### config.mk
export PLATFORM = sky130hd
export DESIGN_NAME = rtue_cell
export DESIGN_NICKNAME = d
export VERILOG_FILES = /design/src/rtl/rtue_pkg.sv /design/src/rtl/rtue_cell.sv
export SDC_FILE = /design/constraint.sdc
export NUM_CORES = 1
export LEC_CHECK = 0
export BUFFER_PORTS_ARGS = -buffer_cell sky130_fd_sc_hd__buf_2
export CORE_AREA = 2 2 172 174
export CTS_BUF_LIST = sky130_fd_sc_hd__clkbuf_4 sky130_fd_sc_hd__clkbuf_8 sky130_fd_sc_hd__clkbuf_16
export CTS_CLUSTER_SIZE = 14
export DETAILED_ROUTE_END_ITERATION = 10
export DIE_AREA = 0 0 174 176
export HOLD_SLACK_MARGIN = 0.08
export PLACE_DENSITY = 0.48
export SLEW_MARGIN = 20
export SYNTH_ARGS = -nofsm -noshare
export SYNTH_HDL_FRONTEND = slang
export SYNTH_SLANG_ARGS = --single-unit
### constraint.sdc
create_clock -name clk -period 3.9 [get_ports clk]
set_clock_uncertainty 0.2 [all_clocks]
set_input_delay 0.39 -clock clk [delete_from_list [all_inputs] [get_ports clk]]
set_output_delay 0.39 -clock clk [all_outputs]
set_load 0.005 [all_outputs]
### src/rtl/rtue_pkg.sv
// Shared types and constants for the route table update engine.
// Depends on nothing; every other RTL file imports it.
`default_nettype none

package rtue_pkg;

    localparam int TABLE_DEPTH_DEF = 32;

    localparam int DEST_W   = 32;
    localparam int HOP_W    = 32;
    localparam int COST_W   = 16;
    localparam int IFACE_W  = 4;
    localparam int STATUS_W = 3;
    localparam int USED_W   = 6;

    typedef enum logic [STATUS_W-1:0] {
        STAT_ADDED     = 3'd0,
        STAT_EXISTED   = 3'd1,
        STAT_UPDATED   = 3'd2,
        STAT_WITHDREW  = 3'd3,
        STAT_NOT_FOUND = 3'd4,
        STAT_FULL      = 3'd5
    } status_t;

    typedef enum logic {
        KIND_ADD      = 1'b0,
        KIND_WITHDRAW = 1'b1
    } kind_t;

    typedef struct packed {
        logic [DEST_W-1:0]  dest;
        logic [HOP_W-1:0]   hop;
        logic [COST_W-1:0]  cost;
        logic [IFACE_W-1:0] iface;
    } route_t;

    typedef struct packed {
        logic   valid;
        route_t route;
    } slot_t;

    // Search results rippling along the row of cells, newest slot first.
    typedef struct packed {
        logic dec_found;
        logic wd_found;
        logic hit_ident;
    } chain_t;

    // Broadcast control for the update cycle.
    typedef struct packed {
        logic  apply;
        kind_t kind;
        logic  add_found;
        logic  add_full;
        logic  wd_found;
    } ctl_t;

endpackage

`default_nettype wire

### src/rtl/rtue_cell.sv
// One route slot of the table: stored route, match flags and update logic.
// Depends on rtue_pkg; instantiated once per slot by route_table_update_engine.
`default_nettype none

module rtue_cell
    import rtue_pkg::*;
(
    input  wire logic               clk,
    input  wire logic               rst_n,
    input  wire logic               cap,
    input  wire logic [DEST_W-1:0]  cmp_dest,
    input  wire logic [HOP_W-1:0]   cmp_hop,
    input  wire logic [COST_W-1:0]  cmp_cost,
    input  wire logic [IFACE_W-1:0] cmp_iface,
    input  wire route_t             item,
    input  wire slot_t              prev_slot,
    input  wire slot_t              next_slot,
    input  wire chain_t             chain_in,
    input  wire ctl_t               ctl,
    output slot_t                   slot_out,
    output chain_t                  chain_out
);

    logic   valid_reg;
    logic   valid_next;
    route_t route_reg;
    route_t route_next;
    logic   dec_flag_reg;
    logic   ident_flag_reg;
    logic   wd_flag_reg;
    logic   same_key;
    logic   ident;
    logic   dec;
    logic   wd;
    logic   hit_dec;

    assign same_key = (route_reg.dest == cmp_dest) && (route_reg.iface == cmp_iface);
    assign ident    = same_key && (route_reg.hop == cmp_hop) && (route_reg.cost == cmp_cost);
    assign dec      = valid_reg && (ident || (same_key && (cmp_cost < route_reg.cost)));
    assign wd       = valid_reg && (route_reg.dest == cmp_dest);

    // The first cell with a flag set, seen from the newest slot, owns the hit.
    assign hit_dec             = dec_flag_reg && !chain_in.dec_found;
    assign chain_out.dec_found = chain_in.dec_found | dec_flag_reg;
    assign chain_out.wd_found  = chain_in.wd_found | wd_flag_reg;
    assign chain_out.hit_ident = chain_in.hit_ident | (hit_dec & ident_flag_reg);

    assign slot_out.valid = valid_reg;
    assign slot_out.route = route_reg;

    always_comb
    begin
        valid_next = valid_reg;
        route_next = route_reg;
        if (ctl.apply)
        begin
            if (ctl.kind == KIND_ADD)
            begin
                if (ctl.add_found)
                begin
                    if (hit_dec && !ident_flag_reg)
                    begin
                        route_next = item;
                    end
                end
                else if (!ctl.add_full)
                begin
                    valid_next = prev_slot.valid;
                    route_next = prev_slot.route;
                end
            end
            else if (ctl.wd_found && (chain_in.wd_found || wd_flag_reg))
            begin
                // The withdrawn slot and all older ones close the gap.
                valid_next = next_slot.valid;
                route_next = next_slot.route;
            end
        end
    end

    always_ff @(posedge clk or negedge rst_n)
    begin
        if (!rst_n)
        begin
            valid_reg <= 1'b0;
        end
        else
        begin
            valid_reg <= valid_next;
        end
    end

    always_ff @(posedge clk)
    begin
        route_reg <= route_next;
        if (cap)
        begin
            dec_flag_reg   <= dec;
            ident_flag_reg <= ident;
            wd_flag_reg    <= wd;
        end
    end

endmodule

`default_nettype wire

# After elaboration in Yosys (flattened, before gate mapping)
# Index checks and enable logic that the tools add are counted.
# W data, S select, Z words.
word_totals:
  out_inout_bits: 88
  elab_cells: 46
  in_bits: 349
  ff_bits: 88
classes:
  n_reduce_logical: 15
  n_mux: 9
  order_cmp: 1
  eq_ne: 9
  bitwise_logic: 4
ops:
  columns: ["cell", "n"]
  rows:
  - ["$mux W84", 5]
  - ["$eq A32 B32 Y1", 2]
  - ["$eq A16 B16 Y1", 1]
  - ["$lt A16 B16 Y1", 1]
  - ["$logic_and A1 B1 Y1", 9]
  - ["$reduce_and A4 Y1", 2]
  - ["$ne A2 B1 Y1 const B", 3]
  - ["$ne A3 B1 Y1 const B", 2]
  - ["$eq A4 B4 Y1", 1]
  - ["$mux W1", 4]
  - ["$or A1 B1 Y1", 3]
  - ["$logic_not A1 Y1", 2]
  - ["$logic_or A1 B1 Y1", 2]
  - ["$and A1 B1 Y1", 1]

# Depth between registers and ports, before layout
# Gate-level depths: netlist of run 1.
depth:
  depth_word: 6
  mapped_depth: 8
  depth_no_buf: 8

# Worst setup path before layout of run 1
# Ideal clock, no wire load.
synth_path:
  path_kind: "input-to-reg"
  startpoint: "input ctl[3] in the netlist's numbering"
  endpoint: "register route_reg, in the netlist slot_out[0], enable pin"
  n_path_buf: 2
  slack_ns: 0.203
  required_time_ns: 3.243
  setup_time_ns: 0.457
  cell_stages: 3
  arrival_ns: 3.039
  cell_sequence: "clkbuf_1 -> clkbuf_1 -> o31a_1"
synth_between:
  elab_chain_cells: 2
  word_cells_on_any_way: 4
  cone_classes: "eq/ne (3); reduce/logical (1)"
synth_rtl:
  columns: ["item", "line_no", "source"]
  rows:
  - ["start, declared", "rtue_cell.sv:19", "input wire ctl_t ctl,"]
  - ["$ne A3 B1 Y1 (no source line) or $ne A2 B1 Y1 (tied branches)", null, null]
  - ["$reduce_and A4 Y1 (no source line) (*)", null, null]
  - ["end signal, assigned", "rtue_cell.sv:95", "route_reg <= route_next;"]
  - ["end, declared", "rtue_cell.sv:26", "route_t route_reg;"]
# Every way passes the cells marked *; elsewhere a longest branch is shown, timed or not.
# A chain may end at the register's enable or synchronous reset.

# Final worst setup path of run 1
layout_path:
  startpoint: "register route_reg, in the netlist slot_out[11]"
  endpoint: "register dec_flag_reg (data pin)"
layout_between:
  elab_chain_cells: 4
  word_cells_on_any_way: 6
  cone_classes: "order compare (1); eq/ne (1); reduce/logical (4)"
layout_rtl:
  columns: ["item", "line_no", "source"]
  rows:
  - ["$lt A16 B16 Y1 or $eq A16 B16 Y1 (tied branches)", "rtue_cell.sv:39, rtue_cell.sv:38", null]
  - ["$logic_and A1 B1 Y1, on equally long branches", "rtue_cell.sv:39, rtue_cell.sv:38", null]
  - ["$logic_or A1 B1 Y1 (*)", "rtue_cell.sv:39", "assign dec = valid_reg && (ident || (same_key && (cmp_cost < route_reg.cost)));"]
  - ["$logic_and A1 B1 Y1 (*)", "rtue_cell.sv:39", null]
  - ["net dec", "rtue_cell.sv:33", "logic dec;"]
  - ["end signal, assigned", "rtue_cell.sv:98", "dec_flag_reg <= dec;"]
  - ["end, declared", "rtue_cell.sv:28", "logic dec_flag_reg;"]
# The timed path passes the listed nets; every way through them passes the cells marked *.

==> results of run 1 <==
-- per-layer routing --
layer | vias to the layer above | wire [um] | global-route usage (%) | share of wire (%)
li1 | 2767 | - | - | -
met2 | 223 | 10800 | 24.3 | 50
met4 | 0 | 267 | 3.36 | 1.2
met5 | - | 0 | 0 | 0
met1 | 2396 | 8880 | 16.3 | 41
met3 | 17 | 1530 | 3.55 | 7.1
-- cells by family (layout without fill, tap and decap cells) --
logic type,count (synthesis),count (layout)
buffers and inverters,48,477
XOR/XNOR,68,68
flip-flops,88,88
adder cells (fa/ha/maj),16,16
multiplexers,84,84
AND/OR/NAND/NOR,126,126
AO/OA/AOI/OAI,103,103
-- worst max-delay path, cell delays in order (launching register included) --
cell and delay, ps:
edfxtp_1 340, inv_1 50, ha_1 300, nand4_1 280, or4_1 620, nor4_2 400
nand4_1 240, a211oi_2 220
-- metrics by stage --
stage / cell area, um2 / instances / setup WS, ps / power [mW]
2_1_floorplan: 5590 / 533 / 203 / 1.43
6_report: 8460 / 1346 / 1090 / 2.54
5_1_grt: 8460 / 1346 / 894 / 2.70
4_1_cts: 8460 / 1346 / 1020 / 2.60
3_5_place_dp: 8180 / 1329 / 929 / 1.75
3_3_place_gp: 8180 / 1329 / 1020 / 1.75
-- report_power, final --
group | internal, mW | switching (mW) | leakage, nW
combinational | 0.290 | 0.280 | 3.08
clock | 0.433 | 0.387 | 0.131
sequential | 1.11 | 0.0361 | 0.831
total | 1.84 | 0.704 | 4.04
-- timing repair --
action | CTS | global route
hold buffers | 1 | 0
setup endpoints to repair | 0 | 0
endpoints found under the hold margin | 1 | 0
setup buffers | 0 | 0
-- layout by cell type, fill, tap and decap left out, drive strengths merged --
cell type,netlist,routed
edfxtp,87,87
a31o,1,1
nand4,15,15
xor2,36,36
mux2i,84,84
o21ai,85,85
clkinv,0,4
nor2b,1,1
a2111oi,1,1
nor2,6,6
a21o,3,3
nand3,1,1
o31a,1,1
nor4bb,1,1
a21oi,5,5
nor4,9,9
nor3,3,3
dfrtp,1,1
buf,11,442
xnor2,32,32
clkbuf,19,9
a21boi,1,1
a31oi,2,2
dlygate4sd3,0,1
or2,2,2
a211oi,2,2
o211ai,1,1
ha,16,16
or3,1,1
or4,1,1
nand2,86,86
inv,18,20
o31ai,1,1
clkinvlp,0,1
-- cell type report --
cell class              instances  area, um2  area share, %
inverters                      18       67.6          0.798
well taps                     384        480           5.68
repair buffers                443       2240           26.5
clock buffers                   9        225           2.66
flip-flops and latches         88       2640           31.2
clock inverters                 7       46.3          0.547
multi-input cells             397       2760           32.6
-- final timing paths --
path,startpoint,to,slack (ps)
hold reg to reg,valid_reg,dec_flag_reg,540
max in group asynchronous,rst_n,valid_reg,3230
setup / recovery,slot_out[11],dec_flag_reg,1090
hold / removal,cap,wd_flag_reg,120
setup reg to reg,slot_out[11],dec_flag_reg,1090
min in group asynchronous,rst_n,valid_reg,190
==> impl_metrics.json, run 1 <==
{
  "cap_violations": 0,
  "yosys-top-cells-count": "edfxtp_1 (87), nand2_1 (86), o21ai_1 (85), mux2i_1 (84), xor2_1 (36)",
  "reg2regPathDepth": 7,
  "fin_setup_tns_ps": 0,
  "pin_count": 437,
  "drc": 0,
  "syn-num-nets": 898,
  "clk_latency_ps": 340,
  "drtIter0Drc": 156,
  "whs_ps": 125,
  "holdPathStages": 1,
  "cts_tree": "done",
  "crit_required_ps": 3880,
  "finalCriticalPeriod_ps": 2810,
  "clock_sinks": 88,
  "critPathMaxFanout": 3,
  "synthAdderAreaFrac_pct": 3.58,
  "finalWirelength_um": 21500,
  "dp_hpwl_um": 18500,
  "syn2layout_area_growth_pct": 51.4,
  "layout-drive-gt1-share_pct": 48.0,
  "routabilityCongestion": 0.780,
  "die_w_um": 174,
  "async_flop_share_pct": 1.14,
  "synth_top_area_share_pct": 46.7,
  "ant_nets": 0,
  "cts-buffers-inserted": 9,
  "synth_top_area_cell": "edfxtp_1",
  "largest_reg_flops": 84,
  "synth_cells": 533,
  "ys_top_cells_by_area": "edfxtp_1 (47%), mux2i_1 (15%), o21ai_1 (7.6%)",
  "yosysMostFrequentCell": "edfxtp_1",
  "port_buffers": 436,
  "initial_core_util_pct": 19.6,
  "hp-class": "input port to register",
  "synth_edf_count": 87,
  "crit_path_end_kind": "register",
  "ys_seq_elements": 88,
  "clkTransAtPathRegs_ps": 70,
  "netlist_area_um2": 5590,
  "setup_violations": 0,
  "arrival_ps": 2790,
  "nets": 1322,
  "grt_pass1_wl_um": 31700,
  "timing_hold_violations_final": 0,
  "yosysUniqueCellTypes": 37,
  "peakVddDrop_mv": 0.210,
  "grt_setup_unrepaired": "no",
  "num_vias": 5403,
  "routed_via_density": 4.01,
  "routedWlPerCell_um": 16.0,
  "critPathLaunchType": "register",
  "synth_top_family_by_area": "multiplexers",
  "cts_resized": 0,
  "power_density_nw_per_um2": 300,
  "htreeDepth": 3,
  "outcome": "completed",
  "antennaDiodeCount": 0,
  "slew_violations": 0,
  "synthSimpleGateAreaFrac_pct": 10.2,
  "synthMuxAreaShare_pct": 15.0,
  "fp.dieArea_um2": 30600,
  "synthXorXnorAreaFrac_pct": 10.7,
  "core_um2": 28500,
  "overflow": 0,
  "p_leak_nw": 4.04,
  "utilization_pct": 29.6,
  "cts_root_buf": "clkbuf_16",
  "dr.pass1.iters": 4,
  "synth_ff_type": "edfxtp_1",
  "fillCellCount": 3155,
  "yosysSeqAreaShare_pct": 47.2,
  "grt_max_degree": 75,
  "fmax_mhz": 356,
  "worst_slew_pin_slew_ps": 819,
  "num_rows": 62,
  "groute.usage.overall_pct": 13.6,
  "fin_crit_sh_pct": 72.0,
  "synth_compound_area_share_pct": 9.92,
  "die_y_um": 176,
  "antenna_found_initial": 1,
  "first_global_vias": 5729,
  "cts_max_path_buffers": 2,
  "syn_avg_cell_area_um2": 10.5,
  "worstSetupPathType": "register to register",
  "slew_headroom_pct": 45.4,
  "yosysWarnings": 0
}
(Power assumes the default switching activity.)
==> run 2, diff against run 1 <==
--- a/config.mk
+++ b/config.mk
@@ -6,13 +6,13 @@
 export NUM_CORES = 1
 export LEC_CHECK = 0
 export BUFFER_PORTS_ARGS = -buffer_cell sky130_fd_sc_hd__buf_2
-export CORE_AREA = 2 2 172 174
+export CORE_AREA = 2 2 169 171
 export CTS_BUF_LIST = sky130_fd_sc_hd__clkbuf_4 sky130_fd_sc_hd__clkbuf_8 sky130_fd_sc_hd__clkbuf_16
 export CTS_CLUSTER_SIZE = 14
 export DETAILED_ROUTE_END_ITERATION = 10
-export DIE_AREA = 0 0 174 176
+export DIE_AREA = 0 0 171 173
 export HOLD_SLACK_MARGIN = 0.08
-export PLACE_DENSITY = 0.48
+export PLACE_DENSITY = 0.51
 export SLEW_MARGIN = 20
 export SYNTH_ARGS = -nofsm -noshare
 export SYNTH_HDL_FRONTEND = slang
==> constraint.sdc (replaced) <==
create_clock -name clk -period 2.4 [get_ports clk]
set_clock_uncertainty 0.2 [all_clocks]
set_input_delay 0.24 -clock clk [delete_from_list [all_inputs] [get_ports clk]]
set_output_delay 0.24 -clock clk [all_outputs]
set_load 0.005 [all_outputs]
==> run 2 against run 1 <==
Net effect: the flow now finishes with violations (negative setup slack); routed wire length increased by 8.5%; worst setup slack got worse by 1100 ps; count of clock-buffer cells in the layout increased by 1; critical path depth unchanged; first-iteration DRC count increased by 23%; die area decreased by 3.4%; flip-flop and latch count unchanged; combinational power increased by 110%; cell area increased by 18%; non-clock buffer count increased by 137; final cell count increased by 9.7%; clock power increased by 100%; largest power group unchanged.
==> impl_metrics.json, run 2 (same netlist as run 1, synthesis figures left out) <==
{
  "outcome": "finished, violations left",
  "violations": "negative setup slack",
  "peakVddDrop_mv": 0.220,
  "pin_count": 437,
  "cap_violations": 0,
  "routed_via_density": 4.09,
  "ant_nets": 0,
  "regToRegSetupSlack_ps": -5,
  "num_rows": 61,
  "crit_required_ps": 2380,
  "port_buffers": 436,
  "fmax_mhz": 416,
  "fin_area_um2": 9990,
  "hp-class": "input port to register",
  "nets": 1459,
  "syn2layout_area_growth_pct": 78.7,
  "seq_area_um2": 2640,
  "path_common_cell": "nand4_1",
  "dpl_cell_area_um2": 8250,
  "utilization_pct": 36.1,
  "crit_path_end_kind": "register",
  "slew_violations": 0,
  "routabilityCongestion": 0.833,
  "drc": 0,
  "groute.usage.overall_pct": 15.2,
  "finalWorstSetupSlack_ps": -5.06,
  "slowest_stage": "or4_4",
  "fp.dieArea_um2": 29600,
  "critPathLaunchType": "register",
  "whs_ps": 78.8,
  "finalCriticalPeriod_ps": 2410,
  "core_um2": 27600,
  "arrival_ps": 2380,
  "fin_crit_sh_pct": 100,
  "fillCellCount": 2870,
  "routedWlPerCell_um": 15.8,
  "die_y_um": 173,
  "setup_violations": 1,
  "grt_max_degree": 87,
  "cts_tree": "done",
  "num_vias": 6042,
  "power.total_mw": 4.69,
  "worstSetupPathType": "register to register",
  "die_w_um": 171,
  "initial_core_util_pct": 20.2,
  "layout-drive-gt1-share_pct": 42.9,
  "clock_sinks": 88,
  "timing_hold_violations_final": 0,
  "cts_root_buf": "clkbuf_16",
  "cts-buffers-inserted": 9,
  "final_cells": 1476,
  "antenna_found_initial": 2,
  "clkTransAtPathRegs_ps": 60,
  "drtIter0Drc": 192,
  "first_global_vias": 6202,
  "finalWirelength_um": 23400,
  "largest_reg_flops": 84,
  "multi_input_area_um2": 2820,
  "p_leak_nw": 4.69,
  "cts_max_path_buffers": 2,
  "most-common-layout-cells": "buf_2 (434), dlygate4sd3_1 (135), edfxtp_1 (87)",
  "dr.pass1.iters": 4,
  "place_ws_ps": -33.8,
  "clk_latency_ps": 350,
  "overflow": 0,
  "slew_headroom_pct": 44.4,
  "htreeDepth": 3,
  "dp_hpwl_um": 18600,
  "slowest_delay_ps": 610,
  "fin_setup_tns_ps": -5.06,
  "critPathMaxFanout": 3,
  "worst_slew_pin_slew_ps": 833,
  "power_density_nw_per_um2": 470,
  "final_common_cell": "buf_2",
  "place_inst": 1326,
  "crit_chain": "inv_2 > ha_4 > nand4_1 > or4_4 > nor4_4 > nand4_1 > a211oi_2",
  "grt_pass1_wl_um": 33700,
  "grt_setup_unrepaired": "yes"
}
## run 2: final cells by class
class,count,share of cell area [%]
antenna,1,0.0251
clock buffer,10,2.33
clock inverter,4,0.952
inverter,18,0.677
multi-input combinational,397,28.3
sequential,88,26.4
tap,378,4.74
timing repair buffer,580,36.6
## run 2: report_power, final
group	switching (mW)	total, mW	internal, mW
sequential	0.0533	1.86	1.81
combinational	0.514	1.19	0.672
clock	0.624	1.64	1.02
total	1.19	4.69	3.50
## run 2: path summary, 6_finish.rpt
check,start,to,depth (start not counted)
max,slot_out[11],dec_flag_reg,7
min,prev_slot[21],slot_out[21],3
max reg2reg,slot_out[11],dec_flag_reg,7
min reg2reg,valid_reg,dec_flag_reg,2
max in group asynchronous,rst_n,valid_reg,3
min in group asynchronous,rst_n,valid_reg,3
## run 2: metal layers
layer	global-route usage (%)	vias up	routed length, um
met4	3.74	0	275
met5	0	-	0
met1	17.7	2741	9680
met2	27.6	249	11700
li1	-	3038	-
met3	3.66	14	1650
## run 2: what timing repair did
item | in CTS | in global routing
cloned | 0 | 0
setup endpoints to repair | 1 | 2
resized for setup | 3 | 5
pin swaps | 0 | 7
hold endpoints to repair | 85 | 0
hold buffers | 135 | 0
setup buffers | 0 | 0
## run 2: worst max-delay path: cells and delay by family, from the launching register on
family	cells	cell delay, ps
fa+ha+maj	1	260
buf+inv	1	50
flops	1	370
simple gates	4	1130
compound gates	1	230
